===== config.mk =====
export PLATFORM = sky130hd
export DESIGN_NAME = motor_command_decoder
export DESIGN_NICKNAME = d
export VERILOG_FILES = /design/src/hdl/mcd_pkg.sv /design/src/hdl/mcd_decode.sv /design/src/hdl/motor_command_decoder.sv
export SDC_FILE = /design/constraint.sdc
export NUM_CORES = 1
export LEC_CHECK = 0
export ABC_CLOCK_PERIOD_IN_PS = 9170
export BUFFER_PORTS_ARGS = -buffer_cell sky130_fd_sc_hd__buf_2
export CAP_MARGIN = 10
export CORE_AREA = 4 4 130 157
export CTS_CLUSTER_DIAMETER = 100
export DETAILED_ROUTE_END_ITERATION = 8
export DIE_AREA = 0 0 134 161
export PLACE_DENSITY_LB_ADDON = 0.1
export SYNTH_ARGS = -nofsm -noshare
export SYNTH_HDL_FRONTEND = slang
export SYNTH_SLANG_ARGS = --single-unit

===== constraint.sdc =====
create_clock -name clk_i -period 9.17 [get_ports clk_i]
set_input_delay 1.834 -clock clk_i [delete_from_list [all_inputs] [get_ports clk_i]]
set_output_delay 1.834 -clock clk_i [all_outputs]
set_load 0.1 [all_outputs]

===== src/hdl/mcd_pkg.sv =====
`default_nettype none

package mcd_pkg;

  // Stream widths
  localparam int unsigned InTuserW = 2;
  localparam int unsigned InTdataW = 88;
  localparam int unsigned OutTdataW = 80;
  localparam int unsigned ReplyBytes = 6;

  // Item kinds
  localparam logic [1:0] OP_MSG = 2'd0;
  localparam logic [1:0] OP_LOAD_FAULT = 2'd1;
  localparam logic [1:0] OP_SET_META = 2'd2;
  localparam logic [1:0] OP_CLR_META = 2'd3;

  // Node roles
  localparam logic [1:0] ROLE_UNKNOWN = 2'd0;
  localparam logic [1:0] ROLE_CAPSTAN = 2'd1;
  localparam logic [1:0] ROLE_TAKEUP = 2'd2;
  localparam logic [1:0] ROLE_SUPPLY = 2'd3;

  // Command bytes
  localparam logic [7:0] CMD_DRIVE_OFF = 8'h00;
  localparam logic [7:0] CMD_DRIVE_ON = 8'h01;
  localparam logic [7:0] CMD_FAULT_STATUS = 8'h02;
  localparam logic [7:0] CMD_CALIBRATE = 8'h03;
  localparam logic [7:0] CMD_SPEED_15 = 8'h04;
  localparam logic [7:0] CMD_SPEED_30 = 8'h05;
  localparam logic [7:0] CMD_SPEED_7P5 = 8'h06;
  localparam logic [7:0] CMD_REEL_TORQUE = 8'h07;
  localparam logic [7:0] RSP_BAD_REQUEST = 8'h08;

  // Capstan speed settings
  localparam logic [1:0] SPEED_OFF = 2'd0;
  localparam logic [1:0] SPEED_7P5 = 2'd1;
  localparam logic [1:0] SPEED_15 = 2'd2;
  localparam logic [1:0] SPEED_30 = 2'd3;

  // Event codes
  localparam logic [2:0] EV_NONE = 3'd0;
  localparam logic [2:0] EV_DISABLE = 3'd1;
  localparam logic [2:0] EV_ENABLE = 3'd2;
  localparam logic [2:0] EV_CALIBRATE = 3'd3;
  localparam logic [2:0] EV_SPEED = 3'd4;
  localparam logic [2:0] EV_TORQUE = 3'd5;

  // Reply lengths
  localparam logic [2:0] RLEN_NONE = 3'd0;
  localparam logic [2:0] RLEN_ONE = 3'd1;
  localparam logic [2:0] RLEN_TWO = 3'd2;
  localparam logic [2:0] RLEN_STATUS = 3'd6;

  // Message lengths that matter
  localparam logic [3:0] LEN_EMPTY = 4'd0;
  localparam logic [3:0] LEN_TORQUE_UNI = 4'd3;
  localparam logic [3:0] LEN_TORQUE_BC = 4'd5;

  typedef struct packed {
    logic [1:0]  op;
    logic        rx_error;
    logic        is_broadcast;
    logic [3:0]  msg_len;
    logic [7:0]  byte_0;
    logic [7:0]  byte_1;
    logic [7:0]  byte_2;
    logic [7:0]  byte_3;
    logic [7:0]  byte_4;
    logic [15:0] fault_word_a;
    logic [15:0] fault_word_b;
    logic [7:0]  meta_mask;
  } item_t;

  typedef struct packed {
    logic [1:0]         capstan_mode;
    logic signed [15:0] torque_value;
    logic [7:0]         meta_bits;
    logic [15:0]        drv_status_a;
    logic [15:0]        drv_status_b;
  } state_t;

  typedef struct packed {
    logic [7:0]                      meta_faults;
    logic signed [15:0]              torque_cmd;
    logic [1:0]                      capstan_speed;
    logic [2:0]                      event_res;
    logic [ReplyBytes-1:0][7:0]      reply;
    logic [2:0]                      reply_len;
  } result_t;

endpackage

`default_nettype wire


===== src/hdl/mcd_decode.sv =====
`default_nettype none

module mcd_decode (
  input  mcd_pkg::item_t   item_i,
  input  mcd_pkg::state_t  state_i,
  input  logic [1:0]       node_role_i,
  output mcd_pkg::state_t  state_o,
  output mcd_pkg::result_t result_o
);

  logic is_reel;
  logic msg_ok;

  assign is_reel = (node_role_i == mcd_pkg::ROLE_TAKEUP) ||
                   (node_role_i == mcd_pkg::ROLE_SUPPLY);
  assign msg_ok  = !item_i.rx_error && (item_i.msg_len != mcd_pkg::LEN_EMPTY);

  // Command decode and state update
  always_comb begin
    state_o  = state_i;
    result_o = '0;

    case (item_i.op)
      mcd_pkg::OP_LOAD_FAULT: begin
        state_o.drv_status_a = item_i.fault_word_a;
        state_o.drv_status_b = item_i.fault_word_b;
      end
      mcd_pkg::OP_SET_META: begin
        state_o.meta_bits = state_i.meta_bits | item_i.meta_mask;
      end
      mcd_pkg::OP_CLR_META: begin
        state_o.meta_bits = state_i.meta_bits & ~item_i.meta_mask;
      end
      default: begin
        if (msg_ok) begin
          case (item_i.byte_0)
            mcd_pkg::CMD_DRIVE_OFF, mcd_pkg::CMD_DRIVE_ON, mcd_pkg::CMD_CALIBRATE: begin
              if (!item_i.is_broadcast) begin
                result_o.reply[0]  = item_i.byte_0;
                result_o.reply_len = mcd_pkg::RLEN_ONE;
              end
              if (item_i.byte_0 == mcd_pkg::CMD_DRIVE_OFF) begin
                result_o.event_res = mcd_pkg::EV_DISABLE;
              end else if (item_i.byte_0 == mcd_pkg::CMD_DRIVE_ON) begin
                result_o.event_res = mcd_pkg::EV_ENABLE;
              end else begin
                result_o.event_res = mcd_pkg::EV_CALIBRATE;
              end
            end
            mcd_pkg::CMD_FAULT_STATUS: begin
              if (!item_i.is_broadcast) begin
                result_o.reply[0]  = mcd_pkg::CMD_FAULT_STATUS;
                result_o.reply[1]  = state_i.meta_bits;
                result_o.reply[2]  = state_i.drv_status_a[15:8];
                result_o.reply[3]  = state_i.drv_status_a[7:0];
                result_o.reply[4]  = state_i.drv_status_b[15:8];
                result_o.reply[5]  = state_i.drv_status_b[7:0];
                result_o.reply_len = mcd_pkg::RLEN_STATUS;
              end
            end
            mcd_pkg::CMD_SPEED_15, mcd_pkg::CMD_SPEED_30, mcd_pkg::CMD_SPEED_7P5: begin
              if (node_role_i == mcd_pkg::ROLE_CAPSTAN) begin
                if (!item_i.is_broadcast) begin
                  result_o.reply[0]  = item_i.byte_0;
                  result_o.reply_len = mcd_pkg::RLEN_ONE;
                end
                if (item_i.byte_0 == mcd_pkg::CMD_SPEED_15) begin
                  state_o.capstan_mode = mcd_pkg::SPEED_15;
                end else if (item_i.byte_0 == mcd_pkg::CMD_SPEED_30) begin
                  state_o.capstan_mode = mcd_pkg::SPEED_30;
                end else begin
                  state_o.capstan_mode = mcd_pkg::SPEED_7P5;
                end
                result_o.event_res = mcd_pkg::EV_SPEED;
              end
            end
            mcd_pkg::CMD_REEL_TORQUE: begin
              if (is_reel) begin
                if (item_i.is_broadcast) begin
                  // broadcast carries both reels; pick our own pair
                  if (item_i.msg_len == mcd_pkg::LEN_TORQUE_BC) begin
                    if (node_role_i == mcd_pkg::ROLE_TAKEUP) begin
                      state_o.torque_value = {item_i.byte_1, item_i.byte_2};
                    end else begin
                      state_o.torque_value = {item_i.byte_3, item_i.byte_4};
                    end
                    result_o.event_res = mcd_pkg::EV_TORQUE;
                  end
                end else if (item_i.msg_len != mcd_pkg::LEN_TORQUE_UNI) begin
                  result_o.reply[0]  = mcd_pkg::RSP_BAD_REQUEST;
                  result_o.reply_len = mcd_pkg::RLEN_ONE;
                end else begin
                  result_o.reply[0]    = mcd_pkg::CMD_REEL_TORQUE;
                  result_o.reply[1]    = state_i.meta_bits;
                  result_o.reply_len   = mcd_pkg::RLEN_TWO;
                  state_o.torque_value = {item_i.byte_1, item_i.byte_2};
                  result_o.event_res   = mcd_pkg::EV_TORQUE;
                end
              end
            end
            default: begin
              // unknown command: ignored
            end
          endcase
        end
      end
    endcase

    // Result reports settings as they stand after this item
    result_o.capstan_speed = state_o.capstan_mode;
    result_o.torque_cmd    = state_o.torque_value;
    result_o.meta_faults   = state_o.meta_bits;
  end

endmodule

`default_nettype wire


===== src/hdl/motor_command_decoder.sv =====
// An accepted item is held in the input register, decoded from there, and its result is
// captured in the result register, which offers it on the master side.
// Throughput: one item per cycle while m_axis_tready is high; both registers are ready-gated.
// Reset (rst_ni low, asynchronous): node role, capstan speed, torque, meta faults and both
// driver status words go to zero; both pipeline registers are emptied.
`default_nettype none

module motor_command_decoder (
  input  logic                           clk_i,
  input  logic                           rst_ni,
  // configuration: node_role
  input  logic                           cfg_valid_i,
  output logic                           cfg_ready_o,
  input  logic [1:0]                     cfg_wdata_i,
  // input items
  input  logic                           s_axis_tvalid,
  output logic                           s_axis_tready,
  // op
  input  logic [mcd_pkg::InTuserW-1:0]   s_axis_tuser,
  // rx_error, is_broadcast, msg_len, byte_0..byte_4, fault_word_a, fault_word_b,
  // meta_mask, zero pad
  input  logic [mcd_pkg::InTdataW-1:0]   s_axis_tdata,
  // result items
  output logic                           m_axis_tvalid,
  input  logic                           m_axis_tready,
  // reply_len, reply_0..reply_5, event_res, capstan_speed, torque_cmd, meta_faults
  output logic [mcd_pkg::OutTdataW-1:0]  m_axis_tdata
);

  logic              in_valid_q;
  mcd_pkg::item_t    in_q;
  logic              out_valid_q;
  mcd_pkg::result_t  out_q;
  mcd_pkg::state_t   state_q;
  mcd_pkg::state_t   state_d;
  mcd_pkg::result_t  result_d;
  logic [1:0]        role_q;
  mcd_pkg::item_t    s_item;
  logic              advance;
  logic              s_accept;

  // Unpack the input item
  always_comb begin
    s_item.op           = s_axis_tuser;
    s_item.rx_error     = s_axis_tdata[0];
    s_item.is_broadcast = s_axis_tdata[1];
    s_item.msg_len      = s_axis_tdata[5:2];
    s_item.byte_0       = s_axis_tdata[13:6];
    s_item.byte_1       = s_axis_tdata[21:14];
    s_item.byte_2       = s_axis_tdata[29:22];
    s_item.byte_3       = s_axis_tdata[37:30];
    s_item.byte_4       = s_axis_tdata[45:38];
    s_item.fault_word_a = s_axis_tdata[61:46];
    s_item.fault_word_b = s_axis_tdata[77:62];
    s_item.meta_mask    = s_axis_tdata[85:78];
  end

  // Handshake: item moves to the result register when that register is free or drains
  assign advance       = in_valid_q && (!out_valid_q || m_axis_tready);
  assign s_axis_tready = !in_valid_q || advance;
  assign s_accept      = s_axis_tvalid && s_axis_tready;
  assign cfg_ready_o   = 1'b1;

  mcd_decode u_decode (
    .item_i      (in_q),
    .state_i     (state_q),
    .node_role_i (role_q),
    .state_o     (state_d),
    .result_o    (result_d)
  );

  // Control and node state
  always_ff @(posedge clk_i or negedge rst_ni) begin
    if (!rst_ni) begin
      in_valid_q  <= 1'b0;
      out_valid_q <= 1'b0;
      state_q     <= '0;
      role_q      <= mcd_pkg::ROLE_UNKNOWN;
    end else begin
      if (s_accept) begin
        in_valid_q <= 1'b1;
      end else if (advance) begin
        in_valid_q <= 1'b0;
      end
      if (advance) begin
        out_valid_q <= 1'b1;
        state_q     <= state_d;
      end else if (m_axis_tready) begin
        out_valid_q <= 1'b0;
      end
      if (cfg_valid_i) begin
        role_q <= cfg_wdata_i;
      end
    end
  end

  // Payload registers
  always_ff @(posedge clk_i) begin
    if (s_accept) begin
      in_q <= s_item;
    end
    if (advance) begin
      out_q <= result_d;
    end
  end

  assign m_axis_tvalid = out_valid_q;
  assign m_axis_tdata  = out_q;

endmodule

`default_nettype wire

**Word level (Yosys, flattened, before mapping)**

Cells that the tools add are included.
W data, S select, Z words.

- Add/sub/neg operators: 0
- Multiply operators: 0
- Divide/modulo/power cells: 0
- $lt $le $gt $ge: 0
- Eq/ne operators: 15
- Shift operators: 0
- Multiplexer cells: 34
- Bitwise gates (word level): 5
- Reduce and logical (&&, ||, !) cells: 19

Operator list:

| kind | number |
|---|---|
| $mux W16 | 6 |
| $mux W19 | 3 |
| $pmux W11 S4 | 1 |
| $mux W18 | 2 |
| $eq A8 B3 Y1 const B | 4 |
| $pmux W8 S2 | 2 |
| $mux W11 | 2 |
| $eq A8 B2 Y1 const B | 2 |
| $mux W3 | 5 |
| $mux W2 | 5 |
| $pmux W3 S3 | 1 |
| $reduce_or A3 Y1 | 3 |
| $and A8 B8 Y8 | 1 |
| $eq A2 B2 Y1 const B | 4 |
| $eq A8 B1 Y1 const B | 1 |
| $logic_not A8 Y1 | 1 |
| $mux W8 | 1 |
| $not A8 Y8 | 1 |
| $or A8 B8 Y8 | 1 |
| $mux W7 | 1 |
| $reduce_or A6 Y1 | 1 |
| $mux W1 | 5 |
| $eq A2 B1 Y1 const B | 2 |
| $eq A4 B3 Y1 const B | 1 |
| 9 further kinds | 17 |

- Bits in registers: 230
- Latch bits: 0
- Bits in writable memories: 0
- ROM bits: 0
- Input port bits: 97
- Output and inout bits: 83
- Logic and storage cells: 104
- Memories: 0

**Logic depth before layout (Yosys ltp)**

- Depth after elaboration: 8
- Mapped depth: 7
- Gate-level depth less buffers: 4

**Hierarchy**

Synthesis repeated with hierarchy kept, for this count alone.

- Cell total of the unflattened synthesis: 543
- Area total of the unflattened synthesis: 9147.5 um^2

By module, submodules not included:

| module | times used | cells each | area an instance (um^2) | sequential area each (um^2) |
|---|---|---|---|---|
| motor_command_decoder | 1 | 305 | 7414.6 | 6596.3 |
| mcd_decode | 1 | 238 | 1732.9 | 0.0 |

**Least setup slack after synthesis**

No wires, ideal clock.

- Kind: input port to flip-flop
- Start: input port m_axis_tready
- End: register state_q[46] in the netlist's numbering
- Library setup time: 0.078 ns
- Arrival: 5.600 ns
- Data required time: 9.092 ns
- Setup slack: 3.492 ns
- Stages: 6
- Buffers on the path: 2
- Cell sequence: nand2b_1 and2_1 clkbuf_1 nand3_1 clkbuf_1 o2bb2ai_1

- Cells in the longest elaborated chain, start to end: 2

RTL lines:

| element | RTL line | source |
|---|---|---|
| start, declared | motor_command_decoder.sv:25 | `input logic m_axis_tready,` |
| $logic_or A1 B1 Y1 | motor_command_decoder.sv:59 | `assign advance = in_valid_q && (!out_valid_q \|\| m_axis_tready);` |
| $logic_and A1 B1 Y1 | motor_command_decoder.sv:59 |  |
| net advance | motor_command_decoder.sv:39 | `logic advance;` |
| end signal, assigned | motor_command_decoder.sv:87 | `state_q <= state_d;` |
| end, declared | motor_command_decoder.sv:34 | `mcd_pkg::state_t state_q;` |

The timed path passes the listed nets, and every way through them passes these cells.
A chain may end at the register's enable or synchronous reset.

**Worst setup path after layout**

- Start: input port m_axis_tready
- End: output port s_axis_tready

- Cells in the longest elaborated chain, start to end: 3

RTL lines:

| element | RTL line | source |
|---|---|---|
| $logic_or A1 B1 Y1 | motor_command_decoder.sv:59 |  |
| $logic_and A1 B1 Y1 | motor_command_decoder.sv:59 |  |
| $logic_or A1 B1 Y1 | motor_command_decoder.sv:60 | `assign s_axis_tready = !in_valid_q \|\| advance;` |
| end, declared | motor_command_decoder.sv:17 | `output logic s_axis_tready,` |

No other way between the ends.

==> results.json <==
{
  "status": "finished, final reports clean",
  "initial_core_util_pct": 44.8,
  "synth-compound-area-share_pct": 5.98,
  "layout_worst_path_cycle_share_pct": 47.3,
  "synthAdderAreaFrac_pct": 0,
  "path_buf_inv": 2,
  "yosys_most_used_dff": "edfxtp_1",
  "min_from": "in_q[27]",
  "tightest_slew_ns": 0.960,
  "synthesis.instances": 474,
  "hold_path_depth": 1,
  "grt_pass1_wl_um": 24700,
  "layout_min_cycle_time_ns": 4.34,
  "path_max_fanout": 3,
  "crit_top_cell": "buf_2",
  "grt-ovfl-total": 0,
  "slew_headroom_pct": 35.7,
  "arrival_ns": 2.50,
  "min_path_type": "reg -> reg",
  "setup-tns-final_ns": 0,
  "final_nets": 762,
  "first_pass_iters": 4,
  "clk_latency_ns": 0.50,
  "cts_setup_buffers": 0,
  "area_growth_pct": 22.7,
  "postRouteAntennaNets": 0,
  "io_buffers": 176,
  "syn-cell-area_um2": 8410,
  "placed_cell_area_um2": 9570,
  "synth_top_cell_area_share_pct": 60.0,
  "yosysSeqAreaShare_pct": 78.5,
  "drc": 0,
  "setup_viol": 0,
  "cp_data_required_time_ns": 7.34,
  "grt_pass1_vias": 4769,
  "cts_root_buf": "clkbuf_16",
  "ctsHoldBuffers": 0,
  "total_power_uw": 2550,
  "grtUsageTotal_pct": 14.3,
  "path_class": "in -> out",
  "dr_wl_met2_um": 7990,
  "core_area_um2": 18800,
  "place.gp.congestion": 0.790,
  "die_w_um": 134,
  "yosys.area_share.simple_pct": 8.10,
  "worstSetupEndpointType": "output pin",
  "final_hold_viol_count": 0,
  "avgSynthCellArea_um2": 17.7,
  "cts_buffers": 24,
  "cts_tree": "built",
  "max_stage_delay_ns": 0.45,
  "top_layer_used": "met5",
  "ys_ff_latch": 230,
  "die_y_um": 161,
  "report.final.slew_viol_count": 0,
  "cap_violations": 0,
  "drive_gt1_share_pct": 41.0,
  "synthMuxAreaShare_pct": 6.00,
  "rows": 55,
  "wirelength_um": 15600,
  "avgViaCountPerCell": 4.87,
  "critPathTopFamily": "buffers and inverters",
  "synthTopCellsByArea": "edfxtp_1, dfrtp_1, mux2_2, o2bb2ai_1, and2_1",
  "reg2reg_depth": 4,
  "wl_met1_um": 6060,
  "critPathLaunchType": "input port",
  "ff2ff_setup_slack_ns": 6.56,
  "clock.fmax_mhz": 231,
  "p_leak_uw": 0.00408,
  "vias": 4589,
  "antenna_found_initial": 5,
  "synth.distinct_cells": 39,
  "grt_max_degree": 66,
  "synth_top_family_by_area": "simple AND/OR/NAND/NOR gates",
  "synth-warning-count": 0,
  "reg2reg_from": "in_q[84]",
  "synth_xor_area_share_pct": 0,
  "design_area_um2": 10300,
  "drt_iter0_drc": 169,
  "die-area_um2": 21600,
  "min_delay_worst_endpoint": "state_q[19]",
  "clk_path_buf_depth": 3,
  "async_reset_ff_share_pct": 27.0,
  "dpl.hpwl_um": 10200,
  "synth.largest_area_cell": "edfxtp_1",
  "path_cells": "buf_2 > nand3b_1 > buf_2",
  "synth-edff-count": 168,
  "worstReg2RegEnd": "state_q[47]",
  "finalClockSkew_ns": 0.00965,
  "power.density_nw_per_um2": 247,
  "wl_met3_um": 1130,
  "wl_per_cell_um": 16.6,
  "path_clk_slew_ns": 0.06,
  "ios": 180,
  "cts_resized": 0,
  "rsz0062_at_grt": "false",
  "peakVddDrop_uv": 160,
  "crit_cells": 3,
  "htreeDepth": 1,
  "cts_sinks": 230,
  "slowest_stage": "buf_2"
}
==> metal layers <==
layer	track usage, %	vias up
met1	16.9	2205
li1	-	2194
met2	25.1	141
met4	5.24	6
met3	3.83	43
met5	0	-
==> cell usage after synthesis, drive strengths merged (3+ instances only) <==
cell     number
edfxtp      168
dfrtp        62
mux2         43
and2         42
o2bb2ai      32
nand2        20
a22oi        16
clkbuf       13
o21ai         9
a21oi         6
buf           6
nand2b        6
nand3         4
nand3b        4
nand4         4
nor2          4
nor3          4
inv           3
nor2b         3
nor3b         3
or2           3
==> report_power, final <==
part / internal [uW] / switching [uW]
Sequential: 1240 / 43.9
Clock: 537 / 367
Combinational: 85.6 / 273
==> layout make-up <==
type                    instances  area (um^2)
repair buffers                181          921
well taps                     256          320
flip-flops and latches        230         6600
diodes                          3         7.51
multi-input cells             225         1720
inverters                       3         11.3
clock buffers                  36          677
fillers                      1544         8470
clock inverters                 8         63.8
==> worst max-delay path by stage <==
stage | end | slack (ns) | startpoint
floorplan | state_q[46] | 3.49 | m_axis_tready
global placement | s_axis_tready | 4.86 | m_axis_tready
detailed placement | s_axis_tready | 4.84 | m_axis_tready
CTS | s_axis_tready | 4.84 | m_axis_tready
global route | s_axis_tready | 4.79 | m_axis_tready
finish | s_axis_tready | 4.83 | m_axis_tready
==> cells by family after synthesis <==
family                 after synthesis
flip-flops                         230
AND/OR/NAND/NOR                    108
multiplexers                        45
buffers and inverters               22
AO/OA/AOI/OAI                       67
other                                2
==> sequential cells by signal, summed over array words and instances (netlist names) <==
register       cells
in_q              88
m_axis_tdata      80
state_q           58
role_q             2
in_valid_q         1
m_axis_tvalid      1
==> worst register-to-register path: cells and delay by family, from the launching register on <==
family / cells / cell delay, ns
simple gates: 2 / 1.25
flops: 1 / 0.55
compound gates: 2 / 0.66
==> stage by stage <==
stage	setup WS [ns]	utilization, %	std cells	hold WS [ns]
2_1_floorplan	3.49	-	477	0.449
3_3_place_gp	4.86	50.9	895	0.459
3_5_place_dp	4.84	50.9	895	0.465
4_1_cts	4.84	54.9	939	0.479
5_1_grt	4.79	54.9	941	0.488
6_report	4.83	54.9	942	0.475
==> placed cells by master, fill, tap and decap left out, drive strengths merged, types with 3 or more instances in the layout <==
cell / instances
a21oi: 6
a22oi: 16
and2: 42
buf: 181
clkbuf: 36
clkinv: 6
conb: 5
dfrtp: 62
diode: 3
edfxtp: 168
inv: 3
mux2: 43
nand2: 20
nand2b: 6
nand3: 4
nand3b: 4
nand4: 4
nor2: 4
nor2b: 3
nor3: 4
nor3b: 3
o21ai: 9
o2bb2ai: 32
or2: 3
No activity file was read; power rests on OpenSTA's default activity.
